--- config.mk ---
export PLATFORM = sky130hd
export DESIGN_NAME = ssf_merge
export DESIGN_NICKNAME = d
export VERILOG_FILES = /design/src/ssf_pkg.sv /design/src/ssf_merge.sv
export SDC_FILE = /design/constraint.sdc
export NUM_CORES = 1
export LEC_CHECK = 0
export BUFFER_PORTS_ARGS = -buffer_cell sky130_fd_sc_hd__buf_2
export CORE_AREA = 2 2 158 160
export DETAILED_ROUTE_END_ITERATION = 16
export DIE_AREA = 0 0 160 162
export GPL_ROUTABILITY_DRIVEN = 0
export PLACE_DENSITY = 0.54
export SLEW_MARGIN = 20
export SYNTH_ARGS = -nofsm -noshare
export SYNTH_HDL_FRONTEND = slang
export SYNTH_SLANG_ARGS = --single-unit
--- constraint.sdc ---
create_clock -name i_clk -period 2 [get_ports i_clk]
set_clock_uncertainty 0.05 [all_clocks]
set_input_delay 0.2 -clock i_clk [delete_from_list [all_inputs] [get_ports i_clk]]
set_output_delay 0.2 -clock i_clk [all_outputs]
set_load 0.02 [all_outputs]
--- src/ssf_pkg.sv ---
// ----------------------------------------------------------------------------
// ssf_pkg: shared types and constants of the state-space filter step
// Field widths, register indexes, command codes and lane control bundle.
// ----------------------------------------------------------------------------
package ssf_pkg;

    // Fixed field widths
    localparam int DATA_W    = 32;
    localparam int CIDX_W    = 5;
    localparam int CFG_IDX_W = 3;

    // Largest configuration the coefficient layout supports
    localparam int MAX_STATES = 4;
    localparam int MAX_INPUTS = 2;
    localparam int G_BASE     = 16;
    localparam int COEF_DEPTH = 24;

    // Bank address wide enough for MAX_STATES + MAX_INPUTS terms
    localparam int TERM_AW = 3;

    // Full-width sum of up to six 64-bit products
    localparam int PROD_W = 2 * DATA_W;
    localparam int ACC_W  = PROD_W + 3;

    // Stream payload widths
    localparam int IN_TDATA_W  = 104;
    localparam int OUT_TDATA_W = 136;

    // Commands carried in tuser
    localparam logic CMD_LOAD = 1'b0;
    localparam logic CMD_STEP = 1'b1;

    // Configuration register indexes
    localparam logic [CFG_IDX_W-1:0] REG_CLAMP_EN = 3'd0;
    localparam logic [CFG_IDX_W-1:0] REG_LOW_A    = 3'd1;
    localparam logic [CFG_IDX_W-1:0] REG_HIGH_A   = 3'd2;
    localparam logic [CFG_IDX_W-1:0] REG_LOW_B    = 3'd3;
    localparam logic [CFG_IDX_W-1:0] REG_HIGH_B   = 3'd4;

    // Per-term control broadcast from the sequencer to every lane
    typedef struct packed {
        logic               issue;
        logic               first;
        logic               last;
        logic [TERM_AW-1:0] addr;
    } t_lane_ctl;

    // Coefficient write shared by all lanes; each lane has its own enable
    typedef struct packed {
        logic [TERM_AW-1:0] addr;
        logic [DATA_W-1:0]  data;
    } t_bank_wr;

endpackage

--- src/ssf_merge.sv ---
// ----------------------------------------------------------------------------
// ssf_merge: combine the lane sums into the next state vector
// Floors each sum by the fractional width and saturates it to 32 bits.
// ----------------------------------------------------------------------------
module ssf_merge #(
    parameter int NUM_STATES = 4,
    parameter int FRAC_BITS  = 16
) (
    input  logic                               i_clk,
    input  logic                               i_rst_n,
    input  logic signed [ssf_pkg::ACC_W-1:0]   i_acc [NUM_STATES],
    input  logic [NUM_STATES-1:0]              i_done,
    output logic signed [ssf_pkg::DATA_W-1:0]  o_next [NUM_STATES],
    output logic                               o_valid
);
    import ssf_pkg::*;

    localparam logic signed [DATA_W-1:0] SAT_MAX = {1'b0, {(DATA_W-1){1'b1}}};
    localparam logic signed [DATA_W-1:0] SAT_MIN = {1'b1, {(DATA_W-1){1'b0}}};

    logic signed [ACC_W-1:0]  w_shift [NUM_STATES];
    logic signed [DATA_W-1:0] n_next  [NUM_STATES];
    logic signed [DATA_W-1:0] r_next  [NUM_STATES];
    logic                     r_valid;

    // Floor shift, then clip when the upper bits are not all sign
    always_comb begin
        for (int s = 0; s < NUM_STATES; s++) begin
            w_shift[s] = i_acc[s] >>> FRAC_BITS;
            if ((&w_shift[s][ACC_W-1:DATA_W-1]) || !(|w_shift[s][ACC_W-1:DATA_W-1])) begin
                n_next[s] = w_shift[s][DATA_W-1:0];
            end else if (w_shift[s][ACC_W-1]) begin
                n_next[s] = SAT_MIN;
            end else begin
                n_next[s] = SAT_MAX;
            end
        end
    end

    always_ff @(posedge i_clk) begin
        if (i_done[0]) begin
            r_next <= n_next;
        end
    end

    always_ff @(posedge i_clk) begin
        if (!i_rst_n) begin
            r_valid <= 1'b0;
        end else begin
            r_valid <= i_done[0];
        end
    end

    assign o_next  = r_next;
    assign o_valid = r_valid;

endmodule

==> results.yml <==
job:
  drv_cap: 0
sta:
  holdWs_ps: 14.9
  finalSetupViolations: 0
  slew_violations: 0
  finalHoldViolCount: 0
  max_slew_margin: 0.550
  fin_crit_ps: 1820
  period_share: 0.912
  rsz0062_at_grt: "no"
  tns_ps: 0
  fmax_ghz: 0.548
  tightestPinTransition_ps: 675
synthesis:
  synth-main-ff-cell: "edfxtp_1"
  synthSimpleGateAreaFrac: 0.0702
  avgSynthCellArea_um2: 15.1
  synth-async-reset-ratio: 0
  synth_mux_area_frac: 0
  synth_seq_cells: 129
  yosysWarnings: 0
  synth.area.top_cells: "edfxtp_1 67%, a21o_1 12%, o21ai_2 4.6%"
  synth_compound_area_frac: 0.179
  synth_edf_count: 128
  synth_top_family_by_area: "compound AO/OA/AOI/OAI gates"
  synth_top_cell_area_share: 0.672
  synth_xor_area_frac: 0
  syn_area_um2: 5720
  yosysSeqAreaShare: 0.676
  synth_fa_ha_area_frac: 0
  synth_most_common_cell: "edfxtp_1"
  yosysTopAreaCell: "edfxtp_1"
  syn_nets: 654
  synth_cells: 380
  synthTopCellsByCount: "128 x edfxtp_1, 93 x a21o_1, 31 x inv_1, 30 x o21ai_2, 21 x buf_6"
  synth_cell_types: 22
worst_hold_path:
  hold_path_depth: 2
  worstHoldPathType: "input pin to flip-flop"
clock_tree:
  clk_pin_slew_ps: 60
  clock-root-buffer: "clkbuf_16"
  cts_hold_buf: 48
  post_cts_buffers: 0
  cts_resized: 0
  numCtsBuffers: 17
  cts_max_level: 4
  clk_path_buf_depth: 2
  clock_sinks: 129
  cts_tree: "built"
die:
  die_w_um: 160
  initial_utilization: 0.237
  fp-row-count: 57
  die_height_um: 162
  core-area_um2: 24100
  die_area_um2: 25900
  num_io_pins: 403
global_routing:
  grt_overflow: 0
  antenna_found_initial: 1
  grtUsageTotal: 0.123
  grt_pass1_vias: 4783
  grt_pass1_wl_um: 24800
  grt_max_degree: 36
worst_setup_path:
  end_kind: "flip-flop"
  cp.required_ps: 2090
  arrival_ps: 1920
  cp-endpoint: "o_next[50]"
  startpoint_type: "input pin"
  worst-setup-path-type: "input pin to flip-flop"
  cp-startpoint: "i_acc[133]"
  path_max_fanout: 14
routing:
  dr.pass1.iters: 4
  routed_wl_um: 16300
  viasPerCell: 4.15
  ant_nets: 0
  routedWlPerCell_um: 14.8
  drc: 0
  drt_iter0_markers: 196
  vias: 4592
final_layout:
  fillerInstances: 2476
  final_core_util: 0.365
  layout-drive-gt1-share: 0.538
  nNetsFinal: 1043
  design_area_um2: 8810
  areaGrowthSynthToFinish_pct: 54.0
pwr:
  p_sw_frac: 0.239
  power_frac_seq: 0.422
  pwr-share-comb: 0.138
  p_leak_uw: 0.00417
  p_total_uw: 7720
  power_frac_clock: 0.439
  power.switching_uw: 1840
  intPower_uw: 5870
  cellPowerDensity_nw_per_um2: 876
  ir_drop_uv: 453
placement:
  dp_hpwl_um: 11900
  dpl_cell_area_um2: 7660
  io_buffers: 335
status:
  status: "complete, no violations"
==> critical path: stages <==
cell	delay, ps
dlygate4sd3_1	530
buf_2	140
nor4_1	240
nand3_1	170
a2bb2oi_4	210
nand2b_4	90
buf_4	250
o21ai_2	90
==> through the flow <==
stage | cells | setup WS, ps
after CTS | 1104 | 164
after detailed placement | 1024 | 231
final | 1107 | 176
after global placement | 1024 | 259
after global routing | 1107 | 78.2
after floorplan | 380 | 604
==> sequential cells by signal, indices dropped and copies added, names as in the netlist <==
signal,cells
o_valid,1
o_next,128
==> cell usage in the layout (no fill, tap or decap), types with 4 or more instances in the layout <==
master,n
nor2_1,4
buf_2,334
o21ai_2,30
buf_4,9
inv_1,31
dlygate4sd3_1,50
nand2_1,4
nand4_1,20
nor2_2,6
nor4_1,18
nand3_1,4
edfxtp_1,128
bufinv_16,5
buf_12,5
a21o_1,93
clkbuf_16,17
==> cell families after synthesis <==
| kind of cell | after synthesis |
|---|---|
| flip-flops | 129 |
| AND/OR/NAND/NOR | 64 |
| AO/OA/AOI/OAI | 128 |
| buffers and inverters | 59 |
==> layout make-up <==
cell class | count | area [µm²] | share of cell area
clock inverter | 14 | 211 | 0.0240
sequential | 129 | 3860 | 0.439
clock buffer | 18 | 429 | 0.0487
timing repair buffer | 398 | 2340 | 0.266
inverter | 31 | 116 | 0.0132
multi-input combinational | 192 | 1440 | 0.163
tap | 324 | 405 | 0.0460
antenna | 1 | 2.50 | 0.000284
==> power groups by stage <==
stage,Sequential (µW),Clock [µW],Combinational [µW]
global route,3280,3610,1150
detailed placement,3320,0,1000
finish,3260,3390,1070
global placement,3310,0,997
CTS,3260,3490,1080
floorplan,3600,0,190
==> layer usage <==
layer,track usage,part of all wire,vias to the layer above
li1,-,-,2226
met1,0.133,0.39,2138
met2,0.219,0.51,208
met3,0.0391,0.075,20
met4,0.0561,0.024,0
met5,0,0,-
==> how the worst min path moves through the flow <==
stage | from | slack (ps) | to
after global placement | i_rst_n | 360 | o_valid
after CTS | i_acc[26] | 0.2 | o_next[10]
after global routing | i_acc[159] | -0.04 | o_next[73]
after floorplan | i_done[0] | 260 | o_next[0]
final | i_acc[159] | 10 | o_next[73]
after detailed placement | i_rst_n | 370 | o_valid
Note: power is estimated with default switching activity, not from simulation.
