<file path="src/ssf_pkg.sv">
// ----------------------------------------------------------------------------
// ssf_pkg: shared types and constants of the state-space filter step
// Field widths, register indexes, command codes and lane control bundle.
// ----------------------------------------------------------------------------
package ssf_pkg;

    // Fixed field widths
    localparam int DATA_W    = 32;
    localparam int CIDX_W    = 5;
    localparam int CFG_IDX_W = 3;

    // Largest configuration the coefficient layout supports
    localparam int MAX_STATES = 4;
    localparam int MAX_INPUTS = 2;
    localparam int G_BASE     = 16;
    localparam int COEF_DEPTH = 24;

    // Bank address wide enough for MAX_STATES + MAX_INPUTS terms
    localparam int TERM_AW = 3;

    // Full-width sum of up to six 64-bit products
    localparam int PROD_W = 2 * DATA_W;
    localparam int ACC_W  = PROD_W + 3;

    // Stream payload widths
    localparam int IN_TDATA_W  = 104;
    localparam int OUT_TDATA_W = 136;

    // Commands carried in tuser
    localparam logic CMD_LOAD = 1'b0;
    localparam logic CMD_STEP = 1'b1;

    // Configuration register indexes
    localparam logic [CFG_IDX_W-1:0] REG_CLAMP_EN = 3'd0;
    localparam logic [CFG_IDX_W-1:0] REG_LOW_A    = 3'd1;
    localparam logic [CFG_IDX_W-1:0] REG_HIGH_A   = 3'd2;
    localparam logic [CFG_IDX_W-1:0] REG_LOW_B    = 3'd3;
    localparam logic [CFG_IDX_W-1:0] REG_HIGH_B   = 3'd4;

    // Per-term control broadcast from the sequencer to every lane
    typedef struct packed {
        logic               issue;
        logic               first;
        logic               last;
        logic [TERM_AW-1:0] addr;
    } t_lane_ctl;

    // Coefficient write shared by all lanes; each lane has its own enable
    typedef struct packed {
        logic [TERM_AW-1:0] addr;
        logic [DATA_W-1:0]  data;
    } t_bank_wr;

endpackage

</file>
<file path="src/ssf_lane.sv">
// ----------------------------------------------------------------------------
// ssf_lane: one state element of the filter
// Holds one row of F and G in a small bank and walks it with a
// registered multiply-accumulate, one term per cycle.
// ----------------------------------------------------------------------------
module ssf_lane #(
    parameter int TERMS = 6
) (
    input  logic                          i_clk,
    input  logic                          i_rst_n,
    input  logic                          i_wr_en,
    input  ssf_pkg::t_bank_wr             i_wr,
    input  ssf_pkg::t_lane_ctl            i_ctl,
    input  logic signed [ssf_pkg::DATA_W-1:0] i_opnd,
    output logic signed [ssf_pkg::ACC_W-1:0]  o_acc,
    output logic                          o_done
);
    import ssf_pkg::*;

    localparam int AW = $clog2(TERMS);

    logic [DATA_W-1:0]        r_bank [TERMS];
    logic signed [DATA_W-1:0] r_coef;
    logic signed [DATA_W-1:0] r_opnd;
    logic signed [PROD_W-1:0] r_prod;
    logic signed [ACC_W-1:0]  r_acc;
    logic                     r_v1, r_first1, r_last1;
    logic                     r_v2, r_first2, r_last2;
    logic                     r_done;
    logic signed [ACC_W-1:0]  n_acc;

    // Coefficient bank: one write port, registered read
    always_ff @(posedge i_clk) begin
        if (i_wr_en) begin
            r_bank[i_wr.addr[AW-1:0]] <= i_wr.data;
        end
        if (i_ctl.issue) begin
            r_coef <= signed'(r_bank[i_ctl.addr[AW-1:0]]);
            r_opnd <= i_opnd;
        end
    end

    // Multiply stage
    always_ff @(posedge i_clk) begin
        r_prod <= r_coef * r_opnd;
    end

    // Accumulate: first term restarts the sum
    always_comb begin
        n_acc = (r_first2 ? ACC_W'(0) : r_acc) + ACC_W'(r_prod);
    end

    always_ff @(posedge i_clk) begin
        if (r_v2) begin
            r_acc <= n_acc;
        end
    end

    // Control pipeline alongside the data
    always_ff @(posedge i_clk) begin
        if (!i_rst_n) begin
            r_v1     <= 1'b0;
            r_first1 <= 1'b0;
            r_last1  <= 1'b0;
            r_v2     <= 1'b0;
            r_first2 <= 1'b0;
            r_last2  <= 1'b0;
            r_done   <= 1'b0;
        end else begin
            r_v1     <= i_ctl.issue;
            r_first1 <= i_ctl.first;
            r_last1  <= i_ctl.last;
            r_v2     <= r_v1;
            r_first2 <= r_first1;
            r_last2  <= r_last1;
            r_done   <= r_v2 && r_last2;
        end
    end

    assign o_acc  = r_acc;
    assign o_done = r_done;

endmodule

</file>
<file path="config.mk">
export PLATFORM = sky130hd
export DESIGN_NAME = ssf_lane
export DESIGN_NICKNAME = d
export VERILOG_FILES = /design/src/ssf_pkg.sv /design/src/ssf_lane.sv
export SDC_FILE = /design/constraint.sdc
export NUM_CORES = 2
export LEC_CHECK = 0
export BUFFER_PORTS_ARGS = -buffer_cell sky130_fd_sc_hd__buf_4
export CELL_PAD_IN_SITES_DETAIL_PLACEMENT = 0
export CELL_PAD_IN_SITES_GLOBAL_PLACEMENT = 1
export CORE_MARGIN = 2
export CORE_UTILIZATION = 36
export DETAILED_ROUTE_END_ITERATION = 10
export GPL_TIMING_DRIVEN = 0
export PLACE_DENSITY_LB_ADDON = 0.1
export SETUP_SLACK_MARGIN = 0.5
export SLEW_MARGIN = 30
export SYNTH_ARGS = -nofsm -noshare
export SYNTH_HDL_FRONTEND = slang
export SYNTH_SLANG_ARGS = --single-unit
</file>
<file path="constraint.sdc">
create_clock -name i_clk -period 7.6 [get_ports i_clk]
set_input_delay 0.38 -clock i_clk [delete_from_list [all_inputs] [get_ports i_clk]]
set_output_delay 0.38 -clock i_clk [all_outputs]
set_load 0.05 [all_outputs]
</file>
==> flow_summary.yaml <==
run_status:
  status: "finished, violations left"
  failed_checks: "setup timing"
detailed_routing:
  vias_per_cell: 4.98
  drc: 0
  vias: 38000
  antenna_left: 0
  drt-pass1-iter-count: 5
  drtIter0Drc: 2596
  wl_um: 190000
  routedWlPerCell_um: 24.9
global_route:
  grt_pass1_vias: 40600
  antenna_found_initial: 7
  grt.overflow.total: 0
  grt_start_max_net_pins: 66
  grt.total_usage_pct: 25.4
  grt_pass1_wl_um: 280000
clocking:
  clk_pin_slew_ns: 0.06
  cts_sinks: 394
  cts_tree: "built"
  clockRootBuffer: "clkbuf_16"
  cts-buffers-inserted: 46
  clockBufferDepth: 3
  clk_latency_ns: 0.71
  cts-htree-levels: 2
place:
  dp_cells: 7215
  port-buffer-count: 141
  gp_congestion: 0.918
  dpl.hpwl_um: 157000
critical_path:
  crit_path_max_incr_delay_ns: 0.65
  critPathTopFamily: "adder cells"
  crit_type: "register to register"
  crit_top_cell: "fa_1"
  path_buf_inv: 6
  arrival_ns: 8.30
  cp.required_ns: 8.19
  crit_fanout: 7
  worst_path_max_delay_cell: "fa_2"
  critPathLaunchType: "register"
  end_kind: "register"
die:
  chipWidth_um: 389
  core_area_sq_um: 147000
  initial_utilization_pct: 36.2
  die_height_um: 389
  fp.dieArea_sq_um: 151000
  num_io_pins: 144
  placementRows: 141
finish:
  nFillCells: 14200
  area_delta_synth_final_pct: 21.3
  layout.nets: 7067
  final_layout_size_suffix_gt1_share_pct: 18.5
  final_cells: 7627
logic_synthesis:
  yosysSeqAreaShare_pct: 20.8
  yosysTopAreaCell: "fa_1"
  synthesis.nets: 6537
  synth-main-ff-cell: "edfxtp_1"
  synth_top_area_share_pct: 40.6
  synth_seq_cells: 394
  syn_inst: 5128
  yosysWarnings: 0
  async_reset_ff_share_pct: 0
  syn_area_sq_um: 53400
  syn_avg_cell_area_sq_um: 10.4
  synth_edf_count: 323
  synth.most_common_cell: "fa_1"
  synth_cell_types: 87
  synth_common_cells: "fa_1, inv_1, nand2_1, and2_1, edfxtp_1"
  synth.area.top_cells: "fa_1, edfxtp_1, inv_1"
timing:
  setup_viol: 10
  hold_viol_final: 0
  fin_worst_skew_ns: 0.102
  worstMarginPinSlew_ns: 0.906
  period_share_pct: 102
  relSlewSlack_pct: 39.6
  fin_ws_ns: -0.115
  rsz0062_at_grt: "yes"
  finalMaxSlewViolations: 0
  fin_crit_ns: 7.72
  fmax_ghz: 0.130
worst_hold_path:
  min-delay-path-class: "input port to register"
job:
  drv_cap: 0
[metrics by stage]
| stage | TNS [ns] | hold WS [ns] | utilization (%) | setup slack, ns | cell area (sq um) |
|---|---|---|---|---|---|
| after global placement | -40.45 | 0.414 | 38.7 | -1.68 | 57000 |
| final | -0.555 | 0.120 | 43.9 | -0.115 | 64800 |
| after global routing | -3.53 | 0.101 | 43.9 | -0.324 | 64800 |
| after detailed placement | -39.01 | 0.421 | 38.9 | -1.72 | 57400 |
| after floorplan | 0 | 0.412 | - | 0.270 | 53500 |
| after CTS | -0.397 | 0.0869 | 43.1 | -0.161 | 63600 |
[cell families after synthesis]
kind of cell	synth area share (%)
simple gates	14.1
fa+ha+maj	46.5
buf+inv	8.98
compound gates	5.47
flops	20.8
xor+xnor	2.18
mux	1.95
[cell type report]
type | count | area [sq um] | share of cell area (%)
multi-input cells | 3480 | 38900 | 60.1
flip-flops and latches | 394 | 11100 | 17.2
repair buffers | 482 | 4310 | 6.66
inverters | 1000 | 3770 | 5.82
plain buffers | 254 | 2660 | 4.11
well taps | 1930 | 2410 | 3.73
clock buffers | 63 | 1300 | 2.01
clock inverters | 21 | 265 | 0.409
diodes | 3 | 7.51 | 0.0116
[path summary, 6_finish.rpt]
| check | startpoint | end | slack [ns] | depth (start not counted) |
|---|---|---|---|---|
| max reg2reg | r_opnd[20] | r_prod[63] | -0.12 | 26 |
| max | r_opnd[20] | r_prod[63] | -0.12 | 26 |
| min reg2reg | r_first1 | r_first2 | 0.43 | 1 |
| min | i_wr[34] | r_bank[0][10] | 0.12 | 2 |
[layout by cell type (no fill, tap or decap), types with 27 or more instances in the layout]
master and instances:
a21o_1 52, a21oi_1 144, and2_1 518, buf_4 360, buf_6 50, clkbuf_1 47, clkbuf_16 72, clkbuf_4 50
clkbuf_8 63, dfxtp_1 70, dlygate4sd3_1 69, edfxtp_1 323, fa_1 989, fa_2 94, ha_1 217, ha_4 27
inv_1 961, inv_2 33, mux2i_1 32, mux4_2 32, nand2_1 545, nand2b_1 29, nand4_1 37, nor2_1 137
nor2b_1 83, o21ai_0 63, xnor2_1 85, xor2_1 43
[worst reg2reg max path: stages (launching register included)]
cell       delay [ns]
edfxtp_1         0.51
buf_8            0.20
buf_12           0.13
buf_4            0.13
and2_1           0.14
fa_1             0.53
inv_1            0.05
fa_1             0.48
inv_1            0.05
fa_1             0.49
fa_2             0.61
fa_1             0.43
fa_1             0.43
fa_2             0.65
fa_1             0.42
ha_1             0.29
clkbuf_8         0.16
a21o_1           0.18
a21o_1           0.20
a21oi_4          0.17
o2111ai_2        0.21
nor2_4           0.16
o211a_4          0.20
a31o_4           0.18
a31oi_4          0.10
or4_1            0.41
nand3_1          0.08
[flip-flops by register name (all words and copies together) (netlist names)]
register	flops
r_first2	1
r_last1	1
r_last2	1
r_coef	32
r_opnd	32
r_v1	1
o_acc	67
r_v2	1
r_bank	192
r_prod	64
r_first1	1
o_done	1
[metal layers]
| metal | wire length, um | GRT usage (%) | vias up |
|---|---|---|---|
| li1 | - | - | 16800 |
| met1 | 86800 | 36.2 | 19800 |
| met2 | 85800 | 40.6 | 1084 |
| met3 | 9710 | 2.94 | 264 |
| met4 | 7190 | 8.25 | 2 |
| met5 | 20 | 0 | - |
[what timing repair did]
action                     4_1_cts  5_1_grt
hold buffers                    69        0
setup endpoints to repair       46       40
pin swaps                      150      128
hold endpoints to repair       230        0
gates resized for setup        681      219
cloned                           4        0
buffers inserted               182       70
Power is left out: the tool's default activity adds up to more than one toggle a clock period on the data nets, which glitch-free logic cannot reach.
